File: src/word_frequency_hash_counter_top_macros.svh
// Assertion macros shared by the word frequency counter RTL.
`ifndef WORD_FREQUENCY_HASH_COUNTER_TOP_MACROS_SVH
`define WORD_FREQUENCY_HASH_COUNTER_TOP_MACROS_SVH
`ifndef SYNTHESIS
`define WFHC_ALWAYS(label, cond) \
    label: assert property (@(posedge i_clk) disable iff (!i_rst_n) (cond)) \
        else $error("wfhc check failed");
`define WFHC_IMPLY(label, ante, cons) \
    label: assert property (@(posedge i_clk) disable iff (!i_rst_n) (ante) |-> (cons)) \
        else $error("wfhc check failed");
`else
`define WFHC_ALWAYS(label, cond)
`define WFHC_IMPLY(label, ante, cons)
`endif
`endif

File: src/wfhc_ram.sv
// Generic single-port-write, registered-read RAM.
module wfhc_ram #(
    parameter int WIDTH = 8,
    parameter int DEPTH = 16
) (
    input  logic                     i_clk,
    input  logic                     i_we,
    input  logic [$clog2(DEPTH)-1:0] i_waddr,
    input  logic [WIDTH-1:0]         i_wdata,
    input  logic [$clog2(DEPTH)-1:0] i_raddr,
    output logic [WIDTH-1:0]         o_rdata
);
    logic [WIDTH-1:0] r_mem [DEPTH];

    always_ff @(posedge i_clk) begin
        if (i_we) begin
            r_mem[i_waddr] <= i_wdata;
        end
        o_rdata <= r_mem[i_raddr];
    end
endmodule

File: config.mk
export PLATFORM = sky130hd
export DESIGN_NAME = wfhc_ram
export DESIGN_NICKNAME = d
export VERILOG_FILES = /design/src/word_frequency_hash_counter_top_macros.svh /design/src/wfhc_ram.sv
export SDC_FILE = /design/constraint.sdc
export NUM_CORES = 1
export LEC_CHECK = 0
export BUFFER_PORTS_ARGS = -buffer_cell sky130_fd_sc_hd__buf_2
export CORE_MARGIN = 5
export CORE_UTILIZATION = 60
export CTS_CLUSTER_DIAMETER = 60
export DETAILED_ROUTE_END_ITERATION = 10
export PLACE_DENSITY = 0.78
export SLEW_MARGIN = 0
export SYNTH_ARGS = -nofsm -noshare
export SYNTH_HDL_FRONTEND = slang
export SYNTH_SLANG_ARGS = --single-unit
File: constraint.sdc
create_clock -name i_clk -period 2.8 [get_ports i_clk]
set_input_delay 0.14 -clock i_clk [delete_from_list [all_inputs] [get_ports i_clk]]
set_output_delay 0.14 -clock i_clk [all_outputs]
set_load 0.05 [all_outputs]
== After elaboration in Yosys (flattened, before gate mapping) ==
Memories as Yosys holds them, arrays and structs flattened. A register that Yosys moved wholly into a read port is not among the register bits.
Cells that the tools add are included.

* Bits in writable memories: 128
* Output and inout bits: 8
* Word-level logic and storage cells: 3
* Memories: 1
* Flip-flop bits (word level): 0

* Muxes and demuxes: 2

{| class="wikitable"
|+ Memory list
! memory !! words !! bits a word !! rd ports !! clocked after memory_dff !! wr ports !! RTL line !! RTL
|-
| r_mem || 16 || 8 || 1 || 1 || 1 || wfhc_ram.sv:13 || <nowiki>logic [WIDTH-1:0] r_mem [DEPTH];</nowiki>
|}

{| class="wikitable"
|+ Operators with widths
! cell !! count
|-
| $mux 1 || 2
|}

== Depth between registers and ports, before layout ==
Gate-level depths: netlist of the first run.

* Depth in word-level cells: 2
* Depth in mapped cells: 5

== Least setup slack after synthesis of the first run ==
Ideal clock, no wire load.

* Path kind: input -> register
* Start: input port i_waddr[2]
* End: memory r_mem[0][0] (enable)
* Library setup time: 0.383 ns
* Arrival time: 1.250 ns
* Cell stages on the path: 2
* Required time: 2.417 ns
* Path buffers: 0
* Path slack: 1.167 ns
* Cells stage by stage: or3b_2 -> nor3_1

{| class="wikitable"
|+ RTL lines
! element !! RTL line !! RTL
|-
| from (decl) || wfhc_ram.sv:8 || <nowiki>input logic [$clog2(DEPTH)-1:0] i_waddr,</nowiki>
|-
| to (decl) || wfhc_ram.sv:13 ||
|}

Straight into the memory's write port.

==> results of run 1 <==
-- final timing paths --
path | startpoint | cells past startpoint | end | slack, ns
worst max-delay path | r_mem[0][3] | 3 | o_rdata[3] | 1.42
worst min-delay path | i_wdata[4] | 1 | r_mem[6][4] | 0.02
worst max register to register | r_mem[0][3] | 3 | o_rdata[3] | 1.42
worst min register to register | r_mem[6][1] | 3 | o_rdata[1] | 0.68
-- layout make-up --
| type | instances | area [um2] | area share, % |
|---|---|---|---|
| flip-flops and latches | 136 | 4004 | 66.93 |
| clock buffers | 20 | 435.4 | 7.279 |
| multi-input cells | 83 | 1057 | 17.67 |
| clock inverters | 12 | 151.4 | 2.531 |
| repair buffers | 33 | 202.7 | 3.388 |
| well taps | 105 | 131.4 | 2.196 |
-- metrics by stage --
step | std cells | utilization [%] | power [mW] | setup WS (ns)
global placement | 355 | 64.77 | 2.574 | 0.9406
detailed placement | 355 | 64.77 | 2.582 | 0.9467
global route | 389 | 72.08 | 4.865 | 1.328
finish | 389 | 72.08 | 4.727 | 1.416
CTS | 389 | 72.08 | 4.742 | 1.401
floorplan | 229 | - | 2.491 | 1.167
-- what timing repair did --
item | in CTS | in global routing
endpoints found under the hold margin | 30 | 0
buffers inserted | 0 | 0
hold buffers | 2 | 0
-- worst register-to-register path, delay by kind of cell (launching register included) --
| family | cells | cell delay, ns |
|---|---|---|
| flip-flops | 1 | 0.37 |
| AO/OA/AOI/OAI | 1 | 0.28 |
| AND/OR/NAND/NOR | 1 | 0.08 |
| multiplexers | 1 | 0.55 |
-- synthesized netlist by cell type (2+ instances only) --
cell	instances	area, um2
a22oi_1	16	120.1
nor2_1	13	48.80
buf_2	3	15.01
edfxtp_1	128	3844
clkdlybuf4s25_2	3	30.03
mux4_1	14	367.9
mux4_2	18	405.4
nand2_1	9	33.78
nor3_1	4	20.02
nand3b_1	2	15.01
nand2b_1	2	12.51
dfxtp_1	8	160.2
buf_6	3	33.78
-- power by group through the flow --
| stage | Sequential (mW) | Combinational (mW) | Clock, mW |
|---|---|---|---|
| finish | 2.29 | 0.253 | 2.18 |
| global route | 2.29 | 0.269 | 2.30 |
| CTS | 2.29 | 0.255 | 2.20 |
| detailed placement | 2.33 | 0.249 | 0 |
| global placement | 2.33 | 0.244 | 0 |
| floorplan | 2.38 | 0.116 | 0 |
-- layer usage --
| layer | routed length (um) | GRT usage (%) |
|---|---|---|
| met1 | 4104 | 30.77 |
| met2 | 5087 | 32.92 |
| met3 | 834 | 6.766 |
| met4 | 127 | 6.458 |
| met5 | 0 | 0 |
-- flip-flops by register name, indices dropped and copies added, names as in the netlist --
register	flops
o_rdata	8
r_mem	128
-- kinds of logic after synthesis --
family                 after synthesis  share of synthesized area [%]
AO/OA/AOI/OAI                       16                          2.334
multiplexers                        32                          15.02
flip-flops                         136                          77.78
AND/OR/NAND/NOR                     35                          3.184
buffers and inverters               10                          1.677
==> run metrics, run 1 <==
final setup vio count 0; Nets approximately 290; Clock Sinks 136; post-synthesis sequential area ratio between 70% and 80%; hpwl dp 5942 um; share of cells above drive strength 1 27.46%; Die Width between 100 and 150 um; CTS tree yes; grt total ovfl 0; Startpoint Class register; post-route cell area 5982 um2; antenna-violating nets left 0; htree depth 4; row count 33; area grow syn2layout 16.21%; fmax between 700 and 800 MHz; initial antenna violation count 0; cell family with most CP delay multiplexers; Synth Warn # 0; Clk network pwr share between 40% and 50%; crit path max-delay cell type mux4_1; Worst EP arrival 1.79 ns; Mapped Nets about 250; clk_lat worst skew between 0.5 and 0.6 ns; commonest non-fill, non-tap cell in the layout edfxtp_1; Hold WC Path Type in2reg; DRC viols 0; core area roughly 8300 um2; CP Data Required Time 3.20 ns; drt wl/cell between 20 and 30 um; DP Area around 5400 um2; Power Density roughly 790 nW/um2; Initial Utilization 62.02%; Ant. Diodes 0; Cell Chain, Critical Path mux4_1 > a22oi_1 > nand2_1; Port Buffers 25; period utilization just under 50%; LEAKAGE 2.015 nW; global-route wire length before repair 15580 um; final-layout fill cell count 477; Fin. Hold Viols 0; kind of critical path reg2reg; cts repair resizes 0; Cell variety after synth 19; die area about 11000 um2; crit end category register; number of iterations in the first detailed-routing pass 5; Logic pwr share approximately 5.3%; sequential share of power between 40% and 50%; synthesized area just over 5000 um2; Final GP Congestion 0.8273; mean number of vias per cell between 6 and 7; DRT iter0 DRCs 302; die height 102.6 um; via count 2498; Async SR Flop Fraction 0%; Worst Path Buf+Inv 0; Avg Inst Size Synth 22.48 um2; Net Sw Frac about a fifth; Reg clk slew, reported paths 0.06 ns; Net Sw Power around 1 mW; measured slew at the worst slew-check pin 0.9270 ns; Synth Register Bits 136; largest net degree at the start of global routing 33; Final Max Slew Viols 0; Syn Inst Count ~230; All-Layer GR Usage ~22%; critical path's largest stage delay ~0.55 ns; IO Count 26; Relative slew margins 37.97%; unrepaired setup endpoints after global routing no; setup tns final 0 ns; Maximum Capacitance Violations 0; Clock Path Buffers 2; hold slack between 0.02 and 0.025 ns; clk_skew 0.005249 ns; most frequent cells in the layout 128 x edfxtp_1, 25 x buf_2, 18 x mux4_2; DRT Wirelength 10150 um; status completed; EDFF count, synth roughly 130; Period minus WS final 1.384 ns; vias in the first global route ~2600; Int Pwr approximately 3.7 mW; dominant synthesized flop cell edfxtp_1; Peak VDD IR 534.8 uV; Root Buffer clkbuf_8; Critical Path Fanout Max 1; CTS buffer count 17
Note: power is estimated with default switching activity, not from simulation.
==> run 2, diff against run 1 <==
- CORE_UTILIZATION: 60 -> 54
- PLACE_DENSITY: 0.78 -> 0.74
- clock period: 2.8 -> 1.25 ns (I/O delays scaled with it)
==> run 2 against run 1 <==
The run now ends with negative setup slack left. Final cell count rose by 14%. Via count rose by 5.0%. Power rose by 130%. Die area rose by 10%. Global-route usage fell by 1.2 points. Register-to-register slack got worse by 1.5 ns. Clock skew rose by 0.00052 ns. Sequential power rose by 120%.
==> run metrics, run 2 (same netlist as run 1, synthesis figures left out) <==
CTS tree yes; Cell Chain, Critical Path mux4_2 > a22oi_2 > nand2_1; cell family with most CP delay multiplexers; clk_skew 0.005773 ns (+0.0005239 ns); Nets 321 (+11%); Die Width 107.6 um (+4.9%); DRT iter0 DRCs 269 (-11%); Worst Hold Path Cells 3 (+2); period utilization 104.4% (+55 points); Logic pwr share 6.4% (+1.1 points); initial antenna violation count 0 (unchanged); Root Buffer clkbuf_8; DRT Wirelength 10770 um (+6.1%); Hold WC Path Type in2reg; largest reg by FF count r_mem; sequential share of power 47.9% (-0.6 points); LEAKAGE 2.145 nW (+6.5%); R2R setup slack -0.05 ns (-1.47 ns); CP Data Required Time 1.63 ns (-1.57 ns); number of iterations in the first detailed-routing pass 4 (-1); Worst EP arrival 1.69 ns (-0.10 ns); crit path max-delay cell type mux4_2; Final Max Slew Viols 0 (unchanged); row count 35 (+6.1%); DP Area 5640 um2 (+4.9%); Net Sw Frac 21.41% (+0.51 points); Power Density 1692 nW/um2 (+110%); Clock Path Buffers 2 (unchanged); CTS buffer count 17 (unchanged); fin worst setup slack -0.05476 ns (-1.470 ns); Int Pwr 8.423 mW (+130%); Period minus WS final 1.305 ns (-0.07954 ns); largest registers r_mem (128), o_rdata (8); via count 2622 (+5.0%); Final GP Congestion 0.7935 (-4.1%); kind of critical path reg2reg; final setup vio count 7 (+7); status finished with violations; Maximum Capacitance Violations 0 (unchanged); Reg clk slew, reported paths 0.06 ns (about the same); fmax 766.4 MHz (+6.1%); IO Count 26 (unchanged); fin util 68.22% (-3.9 points); worst r2r src r_mem[6][1]; Net Sw Power 2.294 mW (+130%); All-Layer GR Usage 20.42% (-1.2 points); Reg-to-Reg End o_rdata[1]; Critical Path Fanout Max 1 (unchanged); Startpoint Class register; grt total ovfl 0 (unchanged); post-route cell area 6334 um2 (+5.9%); hold slack 0.1364 ns (+0.1121 ns); Fin. Hold Viols 0 (unchanged); Design Power 10.72 mW (+130%); unrepaired setup endpoints after global routing yes; hold path start i_waddr[0]; hold endpoint r_mem[4][1]; max reg flops 128 (unchanged); core area 9284 um2 (+12%); failing checks negative setup slack; die height 107.6 um (+4.9%); share of cells above drive strength 1 42.72% (+15 points); mean number of vias per cell 5.892 (-8.2%); htree depth 4 (unchanged); Initial Utilization 55.44% (-6.6 points); antenna-violating nets left 0 (unchanged); Port Buffers 25 (unchanged); commonest non-fill, non-tap cell in the layout edfxtp_1; Clk network pwr share 45.7% (-0.5 points); WP depth 3 (unchanged); measured slew at the worst slew-check pin 0.9134 ns (-0.01362 ns); drt wl/cell 24.20 um (-7.3%); Clock Sinks 136 (unchanged); largest net degree at the start of global routing 21 (-36%); vias in the first global route 2634 (+3.1%); R2R depth 3 (unchanged); Relative slew margins 38.98% (+1.0 points); die area 11590 um2 (+10%); crit end category register; dpl ws -0.3364 ns (-1.283 ns); critical path's largest stage delay 0.54 ns (about the same); global-route wire length before repair 16500 um (+5.9%); Peak VDD IR 1090 uV (+100%); Setup Fix Bufs, Post-CTS 0 (unchanged); most frequent cells in the layout 128 x edfxtp_1, 30 x mux4_2, 29 x buf_4; area grow syn2layout 23.04%; final-layout fill cell count 585 (+23%); Worst Path Buf+Inv 0 (unchanged); hpwl dp 6621 um (+11%); clk_lat worst skew 0.50 ns (about the same); DRC viols 0 (unchanged); Ant. Diodes 0 (unchanged)
[run 2: final cells by class]
type                            instances  area (um2)  area share [%]
Clock buffer                           18       417.9           6.598
Clock inverter                         14       175.2           2.766
Multi-Input combinational cell         83        1092           17.25
Sequential cell                       136        4004           63.22
Tap cell                              129       161.4           2.548
Timing Repair Buffer                   65       483.0           7.625
[run 2: worst register-to-register path, delay by kind of cell (launching register included)]
kind | cells | cell delay [ns]
muxes | 1 | 0.54
DFF | 1 | 0.38
AOI/OAI and AO/OA | 1 | 0.19
and+or+nand+nor | 1 | 0.07
[run 2: repair_timing]
action / in CTS / in global routing
endpoints found under the hold margin: 128 / 0
setup endpoints to repair: 8 / 8
resized for setup: 19 / 6
hold buffers: 8 / 0
pin swaps: 9 / 5
[run 2: worst max-delay path by stage]
stage / from / to / slack, ns
2_1_floorplan: i_waddr[2] / r_mem[3][0] / -0.08
3_3_place_gp: i_raddr[0] / o_rdata[7] / -0.31
3_5_place_dp: i_raddr[0] / o_rdata[7] / -0.34
4_1_cts: r_mem[6][1] / o_rdata[1] / -0.07
5_1_grt: r_mem[6][1] / o_rdata[1] / -0.09
6_report: r_mem[6][1] / o_rdata[1] / -0.05
[run 2: per-layer routing]
layer | vias up | global-route usage (%) | share of wire, %
met4 | 0 | 5.500 | 0.78
met2 | 131 | 31.39 | 50
li1 | 1112 | - | -
met5 | - | 0 | 0
met1 | 1373 | 29.55 | 43
met3 | 6 | 5.159 | 6.3
[run 2: power groups by stage]
stage / sequential [mW] / combinational (mW) / clock [mW]
2_1_floorplan: 5.32 / 0.260 / 0
3_3_place_gp: 5.22 / 0.614 / 0
3_5_place_dp: 5.23 / 0.630 / 0
4_1_cts: 5.14 / 0.683 / 4.96
5_1_grt: 5.14 / 0.733 / 5.20
6_report: 5.13 / 0.683 / 4.90
[run 2: metrics by stage]
stage	instances	setup TNS (ns)
finish	445	-0.1689
global route	445	-0.5241
CTS	445	-0.2671
detailed placement	405	-4.810
global placement	405	-3.509
floorplan	229	-2.383
